<file path="config.mk">
export PLATFORM = sky130hd
export DESIGN_NAME = gzip_header_skipper_top
export DESIGN_NICKNAME = d
export VERILOG_FILES = /design/src/hw/rtl/gzhs_pkg.sv /design/src/hw/rtl/gzip_header_skipper_top.sv
export SDC_FILE = /design/constraint.sdc
export NUM_CORES = 1
export LEC_CHECK = 0
export ABC_CLOCK_PERIOD_IN_PS = 3600
export BUFFER_PORTS_ARGS = -buffer_cell sky130_fd_sc_hd__clkbuf_2
export CORE_UTILIZATION = 25
export CTS_BUF_LIST = sky130_fd_sc_hd__clkbuf_2 sky130_fd_sc_hd__clkbuf_4 sky130_fd_sc_hd__clkbuf_8
export DETAILED_ROUTE_END_ITERATION = 12
export PLACE_DENSITY = 0.45
export SYNTH_ARGS = -nofsm -noshare
export SYNTH_HDL_FRONTEND = slang
export SYNTH_SLANG_ARGS = --single-unit
</file>
<file path="constraint.sdc">
create_clock -name clk -period 3.6 [get_ports clk]
set_clock_uncertainty 0.1 [all_clocks]
set_input_delay 0.36 -clock clk [delete_from_list [all_inputs] [get_ports clk]]
set_output_delay 0.36 -clock clk [all_outputs]
set_load 0.03 [all_outputs]
</file>
<file path="src/hw/rtl/gzhs_pkg.sv">
// ----------------------------------------------------------------------------
// gzhs_pkg
// Shared types and codes for the gzip member header skipper.
// ----------------------------------------------------------------------------
package gzhs_pkg;

	// item opcodes
	typedef enum logic [1:0] {
		OP_START = 2'd0,
		OP_BYTE  = 2'd1,
		OP_END   = 2'd2,
		OP_NONE  = 2'd3
	} opcode_t;

	// result status codes
	typedef enum logic [2:0] {
		ST_HEADER   = 3'd0,
		ST_COMPLETE = 3'd1,
		ST_PAYLOAD  = 3'd2,
		ST_SHORT    = 3'd3,
		ST_IDLE     = 3'd4
	} status_t;

	// flag byte bits
	localparam int unsigned FlgHcrc    = 1;
	localparam int unsigned FlgExtra   = 2;
	localparam int unsigned FlgName    = 3;
	localparam int unsigned FlgComment = 4;

	// pending section bits
	localparam int unsigned PendExtra   = 0;
	localparam int unsigned PendName    = 1;
	localparam int unsigned PendComment = 2;
	localparam int unsigned PendHcrc    = 3;

	// byte counts of the fixed part and of the header crc
	localparam logic [15:0] FixedLen = 16'd6;
	localparam logic [15:0] HcrcLen  = 16'd2;

	// input beat
	typedef struct packed {
		logic [1:0] opcode;
		logic [7:0] in_byte;
	} item_t;

	// result beat
	typedef struct packed {
		logic [2:0] status;
		logic [7:0] payload;
	} result_t;

endpackage

</file>
<file path="src/hw/rtl/gzip_header_skipper_top.sv">
// ----------------------------------------------------------------------------
// gzip_header_skipper_top
// Walks a gzip member header byte by byte and passes later bytes through.
// ----------------------------------------------------------------------------
//
// channel  | dir | handshake           | beat
// ---------+-----+---------------------+-------------------------------
// item     | in  | item_valid/stall    | opcode, in_byte (item_t)
// result   | out | result_valid/stall  | status, payload (result_t)
//
// One beat per cycle unless the result side stalls: a beat lands in the input
// register, is decoded against the header state in the next cycle and the
// result enters the output register.
// Reset returns the parser to idle and empties both registers.
// A stalled result holds the output register; a beat in the input register then
// holds too and item_stall follows. An opcode of three yields no result beat.
module gzip_header_skipper_top (
	input  logic              clk,
	input  logic              arst_n,
	input  logic              item_valid,
	output logic              item_stall,
	input  gzhs_pkg::item_t   item,
	output logic              result_valid,
	input  logic              result_stall,
	output gzhs_pkg::result_t result
);

	typedef enum logic [3:0] {
		PH_IDLE    = 4'd0,
		PH_FIXED   = 4'd1,
		PH_XLEN_LO = 4'd2,
		PH_XLEN_HI = 4'd3,
		PH_XSKIP   = 4'd4,
		PH_NAME    = 4'd5,
		PH_COMMENT = 4'd6,
		PH_HCRC    = 4'd7,
		PH_PAYLOAD = 4'd8
	} phase_t;

	typedef struct packed {
		phase_t      phase;
		logic [3:0]  pending;
		logic [15:0] remaining;
		logic [2:0]  status;
	} section_t;

	// advance to the next pending section, or finish the header
	function automatic section_t next_section(input logic [3:0] pending,
		input logic [15:0] remaining);
		section_t r;
		r.phase     = PH_PAYLOAD;
		r.pending   = pending;
		r.remaining = remaining;
		r.status    = gzhs_pkg::ST_HEADER;
		if (pending[gzhs_pkg::PendExtra]) begin
			r.pending[gzhs_pkg::PendExtra] = 1'b0;
			r.phase = PH_XLEN_LO;
		end else if (pending[gzhs_pkg::PendName]) begin
			r.pending[gzhs_pkg::PendName] = 1'b0;
			r.phase = PH_NAME;
		end else if (pending[gzhs_pkg::PendComment]) begin
			r.pending[gzhs_pkg::PendComment] = 1'b0;
			r.phase = PH_COMMENT;
		end else if (pending[gzhs_pkg::PendHcrc]) begin
			r.pending[gzhs_pkg::PendHcrc] = 1'b0;
			r.phase = PH_HCRC;
			r.remaining = gzhs_pkg::HcrcLen;
		end else begin
			r.status = gzhs_pkg::ST_COMPLETE;
		end
		return r;
	endfunction

	phase_t            phase_q, phase_d;
	logic [15:0]       remaining_q, remaining_d;
	logic [3:0]        pending_q, pending_d;
	logic [7:0]        xlen_lo_q, xlen_lo_d;

	logic              item_valid_s1;
	gzhs_pkg::item_t   item_s1;
	logic              result_valid_s2;
	gzhs_pkg::result_t result_s2;

	logic              advance;
	logic              emit;
	logic [2:0]        status_d;
	logic [7:0]        payload_d;
	logic [15:0]       dec;
	logic [15:0]       xlen;
	section_t          sec;

	// handshake control
	assign advance      = !result_valid_s2 || !result_stall;
	assign item_stall   = item_valid_s1 && !advance;
	assign result_valid = result_valid_s2;
	assign result       = result_s2;

	assign dec  = remaining_q - 16'd1;
	assign xlen = {item_s1.in_byte, xlen_lo_q};

	// header walk for the beat in the input register
	always_comb begin
		phase_d     = phase_q;
		remaining_d = remaining_q;
		pending_d   = pending_q;
		xlen_lo_d   = xlen_lo_q;
		status_d    = gzhs_pkg::ST_HEADER;
		payload_d   = 8'd0;
		emit        = 1'b1;
		sec         = next_section(pending_q, remaining_q);
		unique case (item_s1.opcode)
			gzhs_pkg::OP_START: begin
				pending_d[gzhs_pkg::PendExtra]   = item_s1.in_byte[gzhs_pkg::FlgExtra];
				pending_d[gzhs_pkg::PendName]    = item_s1.in_byte[gzhs_pkg::FlgName];
				pending_d[gzhs_pkg::PendComment] = item_s1.in_byte[gzhs_pkg::FlgComment];
				pending_d[gzhs_pkg::PendHcrc]    = item_s1.in_byte[gzhs_pkg::FlgHcrc];
				phase_d     = PH_FIXED;
				remaining_d = gzhs_pkg::FixedLen;
				xlen_lo_d   = 8'd0;
			end
			gzhs_pkg::OP_END: begin
				status_d    = (phase_q >= PH_FIXED && phase_q <= PH_HCRC) ?
					gzhs_pkg::ST_SHORT : gzhs_pkg::ST_IDLE;
				phase_d     = PH_IDLE;
				remaining_d = 16'd0;
				pending_d   = 4'd0;
				xlen_lo_d   = 8'd0;
			end
			gzhs_pkg::OP_BYTE: begin
				unique case (phase_q) inside
					PH_FIXED, PH_XSKIP, PH_HCRC: begin
						remaining_d = dec;
						if (dec == 16'd0) begin
							sec         = next_section(pending_q, dec);
							phase_d     = sec.phase;
							pending_d   = sec.pending;
							remaining_d = sec.remaining;
							status_d    = sec.status;
						end
					end
					PH_XLEN_LO: begin
						xlen_lo_d = item_s1.in_byte;
						phase_d   = PH_XLEN_HI;
					end
					PH_XLEN_HI: begin
						remaining_d = xlen;
						if (xlen == 16'd0) begin
							sec         = next_section(pending_q, xlen);
							phase_d     = sec.phase;
							pending_d   = sec.pending;
							remaining_d = sec.remaining;
							status_d    = sec.status;
						end else begin
							phase_d = PH_XSKIP;
						end
					end
					PH_NAME, PH_COMMENT: begin
						if (item_s1.in_byte == 8'd0) begin
							phase_d     = sec.phase;
							pending_d   = sec.pending;
							remaining_d = sec.remaining;
							status_d    = sec.status;
						end
					end
					PH_PAYLOAD: begin
						status_d  = gzhs_pkg::ST_PAYLOAD;
						payload_d = item_s1.in_byte;
					end
					default: begin
						status_d = gzhs_pkg::ST_IDLE;
					end
				endcase
			end
			default: begin
				emit = 1'b0;
			end
		endcase
	end

	// input register
	always_ff @(posedge clk or negedge arst_n) begin
		if (!arst_n) begin
			item_valid_s1 <= 1'b0;
		end else if (!item_stall) begin
			item_valid_s1 <= item_valid;
		end
	end

	always_ff @(posedge clk) begin
		if (!item_stall && item_valid) begin
			item_s1 <= item;
		end
	end

	// parser state, updated when the registered beat moves on
	always_ff @(posedge clk or negedge arst_n) begin
		if (!arst_n) begin
			phase_q     <= PH_IDLE;
			remaining_q <= 16'd0;
			pending_q   <= 4'd0;
			xlen_lo_q   <= 8'd0;
		end else if (item_valid_s1 && advance) begin
			phase_q     <= phase_d;
			remaining_q <= remaining_d;
			pending_q   <= pending_d;
			xlen_lo_q   <= xlen_lo_d;
		end
	end

	// output register
	always_ff @(posedge clk or negedge arst_n) begin
		if (!arst_n) begin
			result_valid_s2 <= 1'b0;
		end else if (advance) begin
			result_valid_s2 <= item_valid_s1 && emit;
		end
	end

	always_ff @(posedge clk) begin
		if (advance && item_valid_s1 && emit) begin
			result_s2.status  <= status_d;
			result_s2.payload <= payload_d;
		end
	end

endmodule

</file>
==> results.md <==
* Status: completed
* Fill cells at 1304
* Crit path max-delay family: simple AND/OR/NAND/NOR gates
* First-pass GRT wire length at 14410 um
* Final non-filler cell area at 3637 sq um
* Fin util at 29.78%
* Fin crit period at 3.121 ns
* Avg WL per Cell at 16.58 um
* Maximum Capacitance Violations at 0
* WS Path Type: flip-flop to flip-flop
* Flops & latches, synth at 55
* Cell-internal power at 1.280 mW
* Buf/Inv on CP at 1
* Initial Util at 26.15%
* Worst-path clk slew at 0.11 ns
* DIE WIDTH at between 100 and 150 um
* TritonRoute pass-1 iters at 4
* Die Y at 115.0 um
* Critical-path cell list: inv_1 -> ha_1 -> nor4b_2 -> a21oi_1 -> nor4_4 -> a41oi_1 -> nor4_4 -> mux2i_1 -> o221ai_1
* H-tree Lvls at 2
* Setup violations, final at 0
* Final hold violation count at 0
* GRT overflow at 0
* Yosys cell types at 56
* Seq pwr share at 42.1%
* CP Capture Type: flip-flop
* Register area share after synthesis at a little under half
* Clk_lat worst skew at 0.32 ns
* CTS tree: yes
* Top_reg_cell synth: dfrtp_1
* Core outline area at around 12000 sq um
* Iter 0 DRT Violations at 125
* CP max stage cell: nor4_4
* Final #Nets at 383
* GPL Wtd Cong at 0.8478
* Share of layout cells above drive strength 1 at 13.97%
* Ports at 27
* Post-CTS resize count at 0
* Vias per cell at 5.098
* P_sw at 876.3 uW
* Most frequent cells in the layout: nand2_1 (42), dfrtp_1 (34), o21ai_0 (26), clkbuf_2 (26), nor2_1 (22)
* Setup TNS at 0 ns
* Synth Net Count at 357
* Port Buf Inserts at 26
* Placement Cell Area at around 3500 sq um
* Dpl hpwl at 6460 um
* Cell mode on critical path: nor4_4
* Async set or reset register ratio after synthesis at 61.82%
* Final Cycle Share at 86.70%
* RSZ-0062 raised after global routing: no
* Highest clock rate at 320.4 MHz
* Pleak at approximately 1.4 nW
* Clock Path Buffers at 2
* CP Data Required Time at 3.70 ns
* Row count at 40
* Arr. time, crit path at 3.22 ns
* Initial antenna violation count at 0
* Final slew viol count at 0
* Number of flops mapped to enable cells by yosys at 21
* Number of global-route vias before repair at 2612
* Avg Inst Size Synth at roughly 9.4 sq um
* Yosys warns at 0
* WL final at 8838 um
* Most common cell after layout, fill and taps aside: nand2_1
* Post-CTS Setup Bufs at 0
* Post-route DRC violation count at 0
* Synth Cell Area at about 3200 sq um
* Storage cell area at 1481 sq um
* Slew headroom at 33.98%
* DP Cell Count at 525
* Net Sw Frac at approximately two fifths
* Clock power share at 20.0%
* Area taken by multi-input logic gates at 1607 sq um
* Worst slew pin tran at between 0.9 and 1 ns
* Largest stage delay on the critical path at roughly 0.5 ns
* Hold_buf cts at 0
* Area Overhead vs Synth at 13.91%
* PwrDens at about 590 nW/um^2
* VDD IR max at 0.0002491 V
* WHS at 0.06618 ns
* Hold WC Path Type: primary input to asynchronous set/reset pin
* Antenna Violating Nets Remaining at 0
* Startpoint types: flip-flop
* Clk sinks at 55
* Max FO, Critical Path at 8
* Combinational Power Share at 37.8%
* Ant. Diodes at 0
* CTS buffer count at 5
* Die area at around 13000 sq um
* Syn Inst Count at ~340
* Largest net degree at the start of global routing at 35
* Clock root buffer: clkbuf_8
* Post-route insts no fill at 533
* Via count at 2717
* Total global-route track usage at between 10 and 15%
[cell usage after synthesis, types with 2 or more instances]
library cell | number | area, sq um
ha_1 | 5 | 62.56
nor2_1 | 22 | 82.58
nand3_1 | 7 | 35.03
a21o_1 | 4 | 30.03
nor2b_1 | 7 | 43.79
clkbuf_1 | 12 | 45.04
mux2_1 | 3 | 33.78
or3_1 | 4 | 25.02
inv_1 | 12 | 45.04
o211ai_1 | 4 | 30.03
nand2b_1 | 6 | 37.54
nor3_2 | 3 | 30.03
a41oi_1 | 4 | 35.03
nand4_1 | 6 | 37.54
o21ai_0 | 26 | 130.1
edfxtp_1 | 21 | 630.6
a221o_1 | 5 | 50.05
o221ai_1 | 2 | 17.52
a21boi_0 | 3 | 22.52
nor3b_1 | 5 | 37.54
nor3_1 | 16 | 80.08
nor4_4 | 2 | 42.54
a22oi_1 | 8 | 60.06
o21ai_1 | 4 | 20.02
xnor2_1 | 5 | 43.79
nand2_1 | 42 | 157.7
dfrtp_1 | 34 | 850.8
nor4_1 | 9 | 56.30
o21a_1 | 2 | 15.01
nand3b_1 | 2 | 15.01
a21oi_1 | 16 | 80.08
and3_1 | 4 | 25.02
and2_1 | 10 | 62.56
[cell type report]
cell class | count | area share [%]
Clock buffer | 5 | 1.892
Sequential cell | 55 | 40.73
Multi-Input combinational cell | 257 | 44.17
Inverter | 12 | 1.238
Timing Repair Buffer | 33 | 5.022
Tap cell | 168 | 5.779
Clock inverter | 3 | 1.170
[flip-flops by register name, summed over array words and instances, names as in the netlist]
register	cells
item_s1	10
pending_q	4
remaining_q	16
phase_q	4
item_valid_s1	1
result_valid	1
xlen_lo_q	8
result	11
[final timing paths]
path                                              endpoint  slack (ns)                       start  depth (start not counted)
min in group clk                      item_s1[8]$_DFFE_PP_        0.11                     item[8]                          1
max in group asynchronous         xlen_lo_q[4]$_DFFE_PN0P_        2.75                      arst_n                          1
worst max-delay path              pending_q[1]$_DFFE_PN0P_        0.48  remaining_q[0]$_DFFE_PN0P_                          9
worst min register to register    xlen_lo_q[5]$_DFFE_PN0P_        0.44    xlen_lo_q[5]$_DFFE_PN0P_                          2
worst max register to register    pending_q[1]$_DFFE_PN0P_        0.48  remaining_q[0]$_DFFE_PN0P_                          9
worst min-delay path            remaining_q[5]$_DFFE_PN0P_        0.07                      arst_n                          1
[metal layers]
layer / wire length (um) / track usage [%]
met1: 4185 / 19.09
met2: 4242 / 23.33
met3: 281 / 2.372
met5: 0 / 0
met4: 128 / 4.416
[metrics by stage]
step | setup slack [ns] | power [mW]
CTS | 0.5007 | 2.166
finish | 0.4790 | 2.156
global placement | 0.6005 | 1.733
detailed placement | 0.5380 | 1.727
floorplan | 0.6700 | 1.502
global route | 0.2284 | 2.305
[power groups by stage]
stage | Combinational, mW | Clock, mW | Sequential [mW]
floorplan | 0.643 | 0 | 0.858
global placement | 0.818 | 0 | 0.915
detailed placement | 0.810 | 0 | 0.917
CTS | 0.816 | 0.446 | 0.904
global route | 0.914 | 0.464 | 0.927
finish | 0.816 | 0.432 | 0.908
[logic make-up (layout without fill, tap and decap cells)]
kind of cell | after synthesis | count (layout) | synth area share [%]
AO/OA/AOI/OAI | 90 | 90 | 18.69
XOR/XNOR | 6 | 6 | 1.646
adder cells (fa/ha/maj) | 5 | 5 | 1.959
buffers and inverters | 26 | 53 | 3.409
flip-flops | 55 | 55 | 46.39
multiplexers | 5 | 5 | 1.724
AND/OR/NAND/NOR | 151 | 151 | 26.18
Power figures use the tool's default switching activity.
